--- config.mk ---
export PLATFORM = sky130hd
export DESIGN_NAME = gle_emit
export DESIGN_NICKNAME = d
export VERILOG_FILES = /design/src/design/gle_pkg.sv /design/src/design/gle_emit.sv
export VERILOG_INCLUDE_DIRS = /design/src /design/src/design
export SDC_FILE = /design/constraint.sdc
export NUM_CORES = 1
export LEC_CHECK = 0
export CORE_MARGIN = 8
export CORE_UTILIZATION = 30
export DETAILED_ROUTE_END_ITERATION = 6
export DONT_BUFFER_PORTS = 1
export PLACE_DENSITY_LB_ADDON = 0.1
export SETUP_SLACK_MARGIN = 0.5
export SLEW_MARGIN = 10
export SYNTH_ARGS = -nofsm -noshare
export SYNTH_HDL_FRONTEND = slang
export SYNTH_SLANG_ARGS = --single-unit
--- constraint.sdc ---
create_clock -name i_clk -period 22.3 [get_ports i_clk]
set_clock_uncertainty 0.15 [all_clocks]
set_input_delay 6.69 -clock i_clk [delete_from_list [all_inputs] [get_ports i_clk]]
set_output_delay 6.69 -clock i_clk [all_outputs]
set_load 0.02 [all_outputs]
--- src/design/ggm_level_expand_aes_assert.svh ---
// Assertion macros for the GGM level expander.
`ifndef GGM_LEVEL_EXPAND_AES_ASSERT_SVH
`define GGM_LEVEL_EXPAND_AES_ASSERT_SVH
`ifndef SYNTHESIS
`define GLE_ASSERT(lbl, clk, rst_n, prop) \
    lbl: assert property (@(posedge clk) disable iff (!rst_n) (prop)) \
        else $error("gle assertion failed");
`define GLE_ASSERT_NEXT(lbl, clk, rst_n, ante, cons) \
    lbl: assert property (@(posedge clk) disable iff (!rst_n) (ante) |=> (cons)) \
        else $error("gle assertion failed");
`else
`define GLE_ASSERT(lbl, clk, rst_n, prop)
`define GLE_ASSERT_NEXT(lbl, clk, rst_n, ante, cons)
`endif
`endif

--- src/design/gle_pkg.sv ---
`default_nettype none
package gle_pkg;

    localparam int unsigned HALF_W  = 64;
    localparam int unsigned BLOCK_W = 128;
    localparam int unsigned ROUNDS  = 10;
    localparam logic [7:0]  RCON_FIRST = 8'h01;

    // one word moving down the round chain
    typedef struct packed {
        logic               valid;
        logic               mode;
        logic               last;
        logic [7:0]         rcon;
        logic [BLOCK_W-1:0] key;
        logic [BLOCK_W-1:0] s0;
        logic [BLOCK_W-1:0] s1;
    } t_stage;

    localparam logic [7:0] SBOX [256] = '{
        8'h63, 8'h7c, 8'h77, 8'h7b, 8'hf2, 8'h6b, 8'h6f, 8'hc5,
        8'h30, 8'h01, 8'h67, 8'h2b, 8'hfe, 8'hd7, 8'hab, 8'h76,
        8'hca, 8'h82, 8'hc9, 8'h7d, 8'hfa, 8'h59, 8'h47, 8'hf0,
        8'had, 8'hd4, 8'ha2, 8'haf, 8'h9c, 8'ha4, 8'h72, 8'hc0,
        8'hb7, 8'hfd, 8'h93, 8'h26, 8'h36, 8'h3f, 8'hf7, 8'hcc,
        8'h34, 8'ha5, 8'he5, 8'hf1, 8'h71, 8'hd8, 8'h31, 8'h15,
        8'h04, 8'hc7, 8'h23, 8'hc3, 8'h18, 8'h96, 8'h05, 8'h9a,
        8'h07, 8'h12, 8'h80, 8'he2, 8'heb, 8'h27, 8'hb2, 8'h75,
        8'h09, 8'h83, 8'h2c, 8'h1a, 8'h1b, 8'h6e, 8'h5a, 8'ha0,
        8'h52, 8'h3b, 8'hd6, 8'hb3, 8'h29, 8'he3, 8'h2f, 8'h84,
        8'h53, 8'hd1, 8'h00, 8'hed, 8'h20, 8'hfc, 8'hb1, 8'h5b,
        8'h6a, 8'hcb, 8'hbe, 8'h39, 8'h4a, 8'h4c, 8'h58, 8'hcf,
        8'hd0, 8'hef, 8'haa, 8'hfb, 8'h43, 8'h4d, 8'h33, 8'h85,
        8'h45, 8'hf9, 8'h02, 8'h7f, 8'h50, 8'h3c, 8'h9f, 8'ha8,
        8'h51, 8'ha3, 8'h40, 8'h8f, 8'h92, 8'h9d, 8'h38, 8'hf5,
        8'hbc, 8'hb6, 8'hda, 8'h21, 8'h10, 8'hff, 8'hf3, 8'hd2,
        8'hcd, 8'h0c, 8'h13, 8'hec, 8'h5f, 8'h97, 8'h44, 8'h17,
        8'hc4, 8'ha7, 8'h7e, 8'h3d, 8'h64, 8'h5d, 8'h19, 8'h73,
        8'h60, 8'h81, 8'h4f, 8'hdc, 8'h22, 8'h2a, 8'h90, 8'h88,
        8'h46, 8'hee, 8'hb8, 8'h14, 8'hde, 8'h5e, 8'h0b, 8'hdb,
        8'he0, 8'h32, 8'h3a, 8'h0a, 8'h49, 8'h06, 8'h24, 8'h5c,
        8'hc2, 8'hd3, 8'hac, 8'h62, 8'h91, 8'h95, 8'he4, 8'h79,
        8'he7, 8'hc8, 8'h37, 8'h6d, 8'h8d, 8'hd5, 8'h4e, 8'ha9,
        8'h6c, 8'h56, 8'hf4, 8'hea, 8'h65, 8'h7a, 8'hae, 8'h08,
        8'hba, 8'h78, 8'h25, 8'h2e, 8'h1c, 8'ha6, 8'hb4, 8'hc6,
        8'he8, 8'hdd, 8'h74, 8'h1f, 8'h4b, 8'hbd, 8'h8b, 8'h8a,
        8'h70, 8'h3e, 8'hb5, 8'h66, 8'h48, 8'h03, 8'hf6, 8'h0e,
        8'h61, 8'h35, 8'h57, 8'hb9, 8'h86, 8'hc1, 8'h1d, 8'h9e,
        8'he1, 8'hf8, 8'h98, 8'h11, 8'h69, 8'hd9, 8'h8e, 8'h94,
        8'h9b, 8'h1e, 8'h87, 8'he9, 8'hce, 8'h55, 8'h28, 8'hdf,
        8'h8c, 8'ha1, 8'h89, 8'h0d, 8'hbf, 8'he6, 8'h42, 8'h68,
        8'h41, 8'h99, 8'h2d, 8'h0f, 8'hb0, 8'h54, 8'hbb, 8'h16
    };

    function automatic logic [7:0] f_xtime(input logic [7:0] b);
        return {b[6:0], 1'b0} ^ (b[7] ? 8'h1b : 8'h00);
    endfunction

    // SubBytes followed by ShiftRows; byte i sits at bits 8i+7..8i
    function automatic logic [BLOCK_W-1:0] f_sub_shift(input logic [BLOCK_W-1:0] s);
        logic [BLOCK_W-1:0] n;
        int unsigned        row;
        int unsigned        col;
        int unsigned        src;
        n = '0;
        for (int unsigned i = 0; i < 16; i++) begin
            row = i % 4;
            col = i / 4;
            src = row + 4 * ((col + row) % 4);
            n[8*i +: 8] = SBOX[s[8*src +: 8]];
        end
        return n;
    endfunction

    function automatic logic [BLOCK_W-1:0] f_mix(input logic [BLOCK_W-1:0] n);
        logic [BLOCK_W-1:0] m;
        logic [7:0]         a0, a1, a2, a3, t;
        m = '0;
        for (int unsigned c = 0; c < 4; c++) begin
            a0 = n[32*c +: 8];
            a1 = n[32*c + 8 +: 8];
            a2 = n[32*c + 16 +: 8];
            a3 = n[32*c + 24 +: 8];
            t  = a0 ^ a1 ^ a2 ^ a3;
            m[32*c +: 8]      = a0 ^ t ^ f_xtime(a0 ^ a1);
            m[32*c + 8 +: 8]  = a1 ^ t ^ f_xtime(a1 ^ a2);
            m[32*c + 16 +: 8] = a2 ^ t ^ f_xtime(a2 ^ a3);
            m[32*c + 24 +: 8] = a3 ^ t ^ f_xtime(a3 ^ a0);
        end
        return m;
    endfunction

    function automatic logic [BLOCK_W-1:0] f_key_next(input logic [BLOCK_W-1:0] k,
                                                      input logic [7:0] rcon);
        logic [31:0] t;
        logic [31:0] w0, w1, w2, w3;
        t = {k[103:96], k[127:104]};
        for (int unsigned j = 0; j < 4; j++) begin
            t[8*j +: 8] = SBOX[t[8*j +: 8]];
        end
        t[7:0] = t[7:0] ^ rcon;
        w0 = k[31:0] ^ t;
        w1 = k[63:32] ^ w0;
        w2 = k[95:64] ^ w1;
        w3 = k[127:96] ^ w2;
        return {w3, w2, w1, w0};
    endfunction

endpackage
`default_nettype wire

--- src/design/gle_emit.sv ---
`default_nettype none
module gle_emit (
    input  wire logic            i_clk,
    input  wire logic            i_rst_n,
    input  wire gle_pkg::t_stage i_stage,
    output logic                 o_load_ok,
    output logic                 m_axis_tvalid,
    input  wire logic            m_axis_tready,
    output logic [263:0]         m_axis_tdata,
    output logic                 m_axis_tlast,
    output logic                 m_axis_tuser
);
    import gle_pkg::*;
    `include "ggm_level_expand_aes_assert.svh"

    t_stage             r_hold;
    logic               r_side;
    logic [HALF_W-1:0]  r_acc_lo [2];
    logic [HALF_W-1:0]  r_acc_hi [2];
    logic [1:0]         r_acc_c;
    logic [BLOCK_W-1:0] child;
    logic [HALF_W-1:0]  mlo;
    logic [HALF_W-1:0]  xor_lo;
    logic [HALF_W-1:0]  xor_hi;
    logic               ctl_nxt;
    logic               ctl_out;
    logic               fire;

    assign fire      = m_axis_tvalid && m_axis_tready;
    assign o_load_ok = !r_hold.valid || (r_side && m_axis_tready);

    always_comb begin
        child   = r_side ? r_hold.s1 : r_hold.s0;
        mlo     = r_hold.mode ? {child[HALF_W-1:1], 1'b0} : child[HALF_W-1:0];
        xor_lo  = r_acc_lo[r_side] ^ mlo;
        xor_hi  = r_acc_hi[r_side] ^ child[BLOCK_W-1:HALF_W];
        ctl_nxt = r_acc_c[r_side] ^ child[0];
        ctl_out = r_hold.mode & ctl_nxt;
    end

    // hold a child pair; send left, then right
    always_ff @(posedge i_clk) begin
        if (!i_rst_n) begin
            r_hold.valid <= 1'b0;
            r_side       <= 1'b0;
            r_acc_lo[0]  <= '0;
            r_acc_lo[1]  <= '0;
            r_acc_hi[0]  <= '0;
            r_acc_hi[1]  <= '0;
            r_acc_c      <= '0;
        end else begin
            if (o_load_ok) begin
                r_hold <= i_stage;
                r_side <= 1'b0;
            end else if (fire) begin
                r_side <= 1'b1;
            end
            if (fire) begin
                if (r_side && r_hold.last) begin
                    r_acc_lo[0] <= '0;
                    r_acc_lo[1] <= '0;
                    r_acc_hi[0] <= '0;
                    r_acc_hi[1] <= '0;
                    r_acc_c     <= '0;
                end else begin
                    r_acc_lo[r_side] <= xor_lo;
                    r_acc_hi[r_side] <= xor_hi;
                    if (r_hold.mode) begin
                        r_acc_c[r_side] <= ctl_nxt;
                    end
                end
            end
        end
    end

    assign m_axis_tvalid = r_hold.valid;
    assign m_axis_tdata  = {7'd0, ctl_out, xor_hi, xor_lo, child};
    assign m_axis_tlast  = r_hold.last;
    assign m_axis_tuser  = r_side;

    `GLE_ASSERT(a_ready_when_empty, i_clk, i_rst_n, !r_hold.valid |-> o_load_ok)
    `GLE_ASSERT_NEXT(a_left_then_right, i_clk, i_rst_n, fire && !r_side, r_hold.valid && r_side)
    `GLE_ASSERT(a_mode0_no_ctl, i_clk, i_rst_n, (r_hold.valid && !r_hold.mode) |-> !ctl_out)
    `GLE_ASSERT_NEXT(a_clear_on_last, i_clk, i_rst_n, fire && r_side && r_hold.last, r_acc_lo[0] == '0 && r_acc_hi[1] == '0 && r_acc_c == '0)
endmodule
`default_nettype wire

==> results of run 1 <==
-- tightest hold or removal path: stages (launching register included) --
cell	delay, ps
dfxtp_1	320
o21ai_0	70
a21oi_1	60
-- flip-flops by register name (all words and copies together), names as in the netlist, named ones only --
register / flops
m_axis_tlast: 1
r_acc_hi: 128
r_acc_lo: 128
r_hold: 257
m_axis_tvalid: 1
m_axis_tuser: 1
r_acc_c: 2
-- kinds of logic (layout without fill, tap and decap cells) --
group | count (synthesis) | count (layout) | synth area share
compound gates | 9 | 9 | 0.00260
xor+xnor | 130 | 130 | 0.0525
buf+inv | 322 | 384 | 0.0618
flops | 519 | 519 | 0.716
mux | 256 | 256 | 0.118
other cells | 1 | 8 | 0.000173
simple gates | 275 | 275 | 0.0489
-- worst paths after layout --
| check | cells past startpoint | to | start | slack, ps |
|---|---|---|---|---|
| max | 2 | o_load_ok | m_axis_tready | 7990 |
| min | 2 | r_acc_c[1] | r_acc_c[1] | 350 |
| max reg2reg | 4 | r_hold[42] | m_axis_tuser | 18720 |
| min reg2reg | 2 | r_acc_c[1] | r_acc_c[1] | 350 |
-- through the flow --
stage | cells | area [µm²] | total power, µW | util | setup slack [ps]
3_5_place_dp | 2418 | 22700 | 1440 | 0.317 | 8030
5_1_grt | 2530 | 24500 | 2430 | 0.343 | 7950
4_1_cts | 2530 | 24500 | 2380 | 0.343 | 8020
6_report | 2531 | 24500 | 2330 | 0.343 | 7990
3_3_place_gp | 2418 | 22700 | 1440 | 0.317 | 8020
2_1_floorplan | 1518 | 21700 | 1390 | - | 3760
-- cell type report --
class / count / area (µm²)
Tap cell: 950 / 1190
Clock inverter: 32 / 229
Multi-Input combinational cell: 677 / 4880
Fill cell: 7043 / 47100
Timing Repair Buffer: 15 / 125
Clock buffer: 80 / 1620
Sequential cell: 519 / 15500
Antenna cell: 1 / 2.50
Inverter: 257 / 965
-- cell usage in the layout (no fill, tap or decap), drive strengths merged --
cell type    n
clkinv      29
xor2         2
nor2       258
mux2i      256
or4          2
clkbuf      80
nand4        1
edfxtp     514
dfxtp        5
o211a        1
or3          1
conb         7
nand3b       1
o21ai        3
nor2b        1
and3         2
nand3        1
nand2        5
bufinv       3
a31oi        1
diode        1
buf         15
inv        257
a21boi       1
nor3         3
a21oi        2
o21a         1
xnor2      128
-- per-layer routing --
layer  global-route usage  wire length (µm)  vias to the layer above
li1                     -                 -                     5148
met1                0.152             22400                     5401
met2                0.219             26500                      377
met3               0.0528              4870                       88
met4               0.0335              1180                       12
met5                    0                80                        -
-- report_power, final --
part / internal [µW] / switching, µW / leakage (µW)
Clock: 540 / 385 / 0.000904
Combinational: 53.2 / 203 / 0.00296
Sequential: 1130 / 17.4 / 0.00516
==> flow_summary.yaml, run 1 <==
drt:
  via_per_inst: 4.36
  ant_nets: 0
  drt_iter0_markers: 445
  drtPass1Iterations: 6
  totalWireLength_um: 55100
  drc: 0
  wire_per_inst_um: 21.8
  dr_total_vias: 11026
critical_path:
  path_class: "in2out"
  crit_chain: "a21boi_0 -> inv_1"
  cp-end-kind: "output port"
  startpoint_type: "primary input"
  critPathSlowestCell: "a21boi_0"
  cp.required_ps: 15460
  critPathBufInv: 1
  critical-path-top-delay-family: "compound AO/OA/AOI/OAI gates"
  critPathMaxFanout: 5
  arrival_ps: 7470
  cpPeakStageDelay_ps: 480
clocking:
  clkSinkCount: 519
  clk_pin_slew_ps: 50
  insertion_delay_ps: 610
  cts_buffer_depth: 3
  cts-resized-gates: 0
  cts_hold_buf: 0
  cts_tree: "done"
  cts-root-buf: "clkbuf_16"
  cts_inserted_buffers: 60
  htreeDepth: 2
  cts_setup_buffers: 0
synthesis:
  ys.flop_type: "edfxtp_1"
  synth_top_cell_by_area: "edfxtp_1"
  yosys_warnings: 0
  synth_commonest_cells: "edfxtp_1, nor2_1, inv_1, mux2i_1, xnor2_1"
  synth_top_area_frac: 0.711
  ys_types: 27
  yosysMostFrequentCell: "edfxtp_1"
  seq_area_frac_synth: 0.716
  synthArstFlopShare: 0
  ys_ff_latch: 519
  synth_area_um2: 21700
  syn_avg_cell_area_um2: 14.4
  synth_area_leaders: "edfxtp_1, mux2i_1, xnor2_1"
  synthesis.instances: 1512
  synth-edff-count: 514
floorplan:
  fp.coreArea_um2: 71600
  dieArea_um2: 81200
  io_pins: 666
  die_w_um: 285
  die_h_um: 285
  start_util: 0.303
  rows: 98
sta:
  finalCritPeriodShare: 0.642
  finalSetupTns_ps: 0
  clock.fmax_mhz: 69.9
  slew_violations: 0
  period_needed_ps: 14310
  hold_viol: 0
  rsz0062_at_grt: "no"
  whs_ps: 355
  tightest_slew_ps: 973
  setup_viol: 0
  slew_headroom: 0.333
hold_path:
  hold_class: "reg2reg"
pwr:
  p_leak_uw: 0.00903
  peakVddDrop_v: 0.0000614
  power-per-cell-area_nw_per_um2: 95.1
grt:
  grt_pass1_vias: 11690
  grt_antenna_before_repair: 8
  grt_max_degree: 144
  grt_first_pass_wirelength_um: 79700
  grt_use_total: 0.129
  gr-total-overflow: 0
run:
  cap_violations: 0
cells_and_area:
  finalNetCount: 1928
  drive_gt1_frac: 0.0627
  area_delta_synth_final_pct: 13.1
outcome:
  status: "finished clean"
place:
  place.gp.congestion: 0.732
  dp_hpwl_um: 38000
  port_buffers: 0
Power figures use the tool's default switching activity.
==> run 2, diff against run 1 <==
clock period = 12.4 ns   (was 22.3 ns; I/O delays follow)
==> run 2 against run 1 <==
- die area stayed put
- critical path type unchanged
- cell area up 0.19%
- sequential power is 80% higher
- critical endpoint unchanged
- power rose by 80%
- combinational power increased by 81%
- highest routed layer unchanged
==> flow_summary.yaml, run 2 (synthesis gave the netlist of run 1 again) <==
grt:
  grt_use_total: 0.130
  gr-total-overflow: 0
  grt_first_pass_wirelength_um: 80200
  grt_pass1_vias: 11860
  grt_antenna_before_repair: 6
  grt_max_degree: 71
place:
  dp_hpwl_um: 38100
  port_buffers: 0
  place.gp.congestion: 0.728
sta:
  hold_viol: 0
  rsz0062_at_grt: "no"
  slew_violations: 0
  slew_headroom: 0.346
  tightest_slew_ps: 981
  finalSetupTns_ps: 0
  setup_viol: 0
  finalCritPeriodShare: 0.675
  period_needed_ps: 8370
  clock.fmax_mhz: 119
cells_and_area:
  area_delta_synth_final_pct: 13.3
  top_register: "r_hold"
  layout_commonest_cell: "edfxtp_1"
  final.fill_count: 7085
  biggestRegsByFlops: "r_hold x257, r_acc_hi x128, r_acc_lo x128"
  largest_reg_flops: 257
  drive_gt1_frac: 0.0669
  most-common-layout-cells: "edfxtp_1, nor2_1, inv_1, mux2i_1, xnor2_1"
  post-route-util: 0.343
  finalNetCount: 1933
drt:
  totalWireLength_um: 55300
  drtPass1Iterations: 5
  drt_iter0_markers: 615
  via_per_inst: 4.35
  ant_nets: 0
  wire_per_inst_um: 21.8
  dr_total_vias: 11043
  drc: 0
clocking:
  cts_setup_buffers: 0
  htreeDepth: 2
  cts_inserted_buffers: 61
  insertion_delay_ps: 600
  cts_tree: "done"
  clk_pin_slew_ps: 50
  cts_buffer_depth: 3
  cts-root-buf: "clkbuf_16"
  cts-resized-gates: 0
  cts_hold_buf: 0
  clkSinkCount: 519
critical_path:
  cp-end-kind: "output port"
  critPathBufInv: 1
  cpPeakStageDelay_ps: 470
  arrival_ps: 4500
  crit_chain: "a21boi_0 -> inv_1"
  critical-path-top-delay-family: "compound AO/OA/AOI/OAI gates"
  critPathSlowestCell: "a21boi_0"
  cp.required_ps: 8530
  startpoint_type: "primary input"
  path_class: "in2out"
  critPathMaxFanout: 5
floorplan:
  io_pins: 666
  die_h_um: 285
  rows: 98
  fp.coreArea_um2: 71600
  die_w_um: 285
  start_util: 0.303
  dieArea_um2: 81200
pwr:
  power-per-cell-area_nw_per_um2: 171
  p_leak_uw: 0.00905
  peakVddDrop_v: 0.000102
run:
  cap_violations: 0
hold_path:
  hold_class: "reg2reg"
outcome:
  status: "finished clean"
run 2: changes by cell type in the layout (fill, tap and decap cells not counted):
cell	previous run	this run
buf_4	14	19
clkinv_8	1	0
clkinv_1	17	15
clkbuf_16	62	63
diode_2	1	2
buf_12	1	0
clkinv_2	10	8
inv_6	0	2
clkbuf_1	18	17
clkinvlp_4	0	3
run 2: final timing paths:
path	startpoint	endpoint	slack (ps)	depth (start not counted)
hold / removal	r_acc_c[1]	r_acc_c[1]	380	2
setup / recovery	m_axis_tready	o_load_ok	4030	2
hold reg to reg	r_acc_c[1]	r_acc_c[1]	380	2
setup reg to reg	m_axis_tuser	r_hold[172]	7990	5
run 2: layout make-up:
type	count	area (µm²)	share of cell area
clock inverter	32	235	0.00956
timing repair buffer	19	143	0.00580
tap	950	1190	0.0483
inverter	257	965	0.0392
antenna	2	5.00	0.000203
clock buffer	80	1640	0.0667
multi-input combinational	677	4880	0.198
sequential	519	15500	0.632
run 2: where the power goes:
part           internal (µW)  leakage (µW)  switching, µW  total (µW)
sequential              2040       0.00516           29.6        2070
combinational           95.7       0.00298            368         464
clock                    985      0.000907            692        1680
run 2: worst reg2reg max path: cells and delay by family (launching register included):
kind                   cells  cell delay [ps]
AOI/OAI and AO/OA          1              400
buffers and inverters      3             2020
DFF                        1              610
and+or+nand+nor            1              720
run 2: metal layers:
layer / routed length [µm] / up-vias / GRT usage
met5: 53 / - / 0
met2: 26900 / 360 / 0.218
met1: 22600 / 5428 / 0.155
met3: 4790 / 78 / 0.0531
met4: 1010 / 8 / 0.0343
li1: - / 5169 / -
run 2: stage by stage:
| step | setup slack, ps | total power [µW] | cell area, µm² | hold WS, ps | cells |
|---|---|---|---|---|---|
| after floorplan | 1190 | 2480 | 21700 | 318 | 1518 |
| after global placement | 4040 | 2580 | 22700 | 354 | 2422 |
| after detailed placement | 4000 | 2590 | 22700 | 372 | 2422 |
| after CTS | 4000 | 4300 | 24600 | 380 | 2534 |
| after global routing | 3930 | 4390 | 24600 | 388 | 2535 |
| final | 4030 | 4210 | 24600 | 380 | 2536 |
==> run 3, diff against run 2 <==
clock period = 8.67 ns   (was 12.4 ns; I/O delays follow)
==> run 3 against run 2 <==
- first-iteration DRC count is 28% lower
- wire length decreased by 1.7%
- global-route usage fell by 0.30 points
- power rose by 42%
- critical path type unchanged
- critical endpoint unchanged
- largest cell class unchanged
==> flow_summary.yaml, run 3 (synthesis gave the netlist of run 1 again) <==
critical_path:
  critPathMaxFanout: 5
  critical-path-top-delay-family: "compound AO/OA/AOI/OAI gates"
  critPathSlowestCell: "a21boi_0"
  cp.required_ps: 5920
  cp-end-kind: "output port"
  path_class: "in2out"
  cpPeakStageDelay_ps: 460
  arrival_ps: 3370
  startpoint_type: "primary input"
  r2r_slack_ps: 5090
  critPathBufInv: 1
  crit_chain: "a21boi_0 -> inv_1"
clocking:
  clkSinkCount: 519
  cts_inserted_buffers: 60
  cts-root-buf: "clkbuf_16"
  clk_pin_slew_ps: 60
  cts-resized-gates: 0
  htreeDepth: 2
  cts_buffer_depth: 3
  cts_setup_buffers: 0
  insertion_delay_ps: 610
  cts_hold_buf: 0
  cts_tree: "done"
drt:
  dr_total_vias: 10971
  drt_iter0_markers: 442
  drtPass1Iterations: 4
  ant_nets: 0
  via_per_inst: 4.34
  drc: 0
  totalWireLength_um: 54300
  wire_per_inst_um: 21.5
sta:
  finalCritPeriodShare: 0.706
  tightest_slew_ps: 1110
  slew_headroom: 0.258
  whs_ps: 367
  finalSetupTns_ps: 0
  clock.fmax_mhz: 163
  setup_viol: 0
  period_needed_ps: 6120
  rsz0062_at_grt: "no"
  slew_violations: 0
  setup_slack_ps: 2550
  hold_viol: 0
place:
  place.gp.congestion: 0.729
  post-place-cells: 2416
  dp_hpwl_um: 36800
  place_ws_ps: 2510
  port_buffers: 0
cells_and_area:
  layout.cells.non_filler: 2525
  drive_gt1_frac: 0.0616
  finalNetCount: 1926
  top_register: "r_hold"
  most-common-layout-cells: "edfxtp_1, nor2_1, inv_1, mux2i_1, xnor2_1"
  area_delta_synth_final_pct: 13.0
  largest_reg_flops: 257
  biggestRegsByFlops: "r_hold x257, r_acc_hi x128, r_acc_lo x128"
  final.fill_count: 7023
  multi_input_area_um2: 4880
  diodes: 0
  layout_commonest_cell: "edfxtp_1"
  register_area_um2: 15500
pwr:
  power-per-cell-area_nw_per_um2: 244
  p_leak_uw: 0.00901
  peakVddDrop_v: 0.000152
floorplan:
  fp.coreArea_um2: 71600
  start_util: 0.303
  die_h_um: 285
  rows: 98
  die_w_um: 285
  io_pins: 666
  dieArea_um2: 81200
outcome:
  status: "finished clean"
grt:
  grt_pass1_vias: 11450
  gr-total-overflow: 0
  grt_use_total: 0.127
  grt_max_degree: 185
  grt_antenna_before_repair: 4
  grt_first_pass_wirelength_um: 78300
hold_path:
  hold_class: "reg2reg"
run:
  cap_violations: 0
-- run 3: changes by cell type in the layout (fill, tap and decap cells not counted), sizes merged --
cell / delta
buf: -6
clkinvlp: -3
diode: -2
clkbuf: -4
clkinv: +4
-- run 3: routing by layer --
metal	GRT usage	wire [µm]	up-vias
met5	0	36	-
li1	-	-	5132
met1	0.154	22500	5383
met2	0.210	25900	382
met3	0.0542	4900	68
met4	0.0316	943	6
-- run 3: worst min-delay path, cell delays in order (launching register included) --
cell and delay, ps:
dfxtp_1 330, o21ai_0 80, a21oi_1 60
-- run 3: power breakdown --
group,total [µW],leakage (µW),switching (µW),internal (µW)
combinational,659,0.00296,522,137
sequential,2960,0.00516,44.0,2920
clock,2350,0.000891,984,1370
total,5970,0.00901,1550,4420
-- run 3: worst paths after layout --
kind                      start               to  cells past startpoint
setup / recovery  m_axis_tready        o_load_ok                      2
hold / removal       r_acc_c[1]       r_acc_c[1]                      2
setup reg to reg   m_axis_tuser  r_acc_hi[0][57]                      4
hold reg to reg      r_acc_c[1]       r_acc_c[1]                      2
-- run 3: cell type report --
| class | instances | share of cell area |
|---|---|---|
| sequential | 519 | 0.634 |
| inverter | 257 | 0.0393 |
| multi-input combinational | 677 | 0.199 |
| tap | 950 | 0.0485 |
| timing repair buffer | 13 | 0.00551 |
| clock buffer | 76 | 0.0645 |
| clock inverter | 33 | 0.00954 |
-- run 3: metrics by stage --
stage	utilization	total power [µW]	area [µm²]
5_1_grt	0.342	6230	24500
3_3_place_gp	0.317	3690	22700
4_1_cts	0.342	6100	24500
2_1_floorplan	-	3530	21700
3_5_place_dp	0.317	3700	22700
6_report	0.342	5970	24500
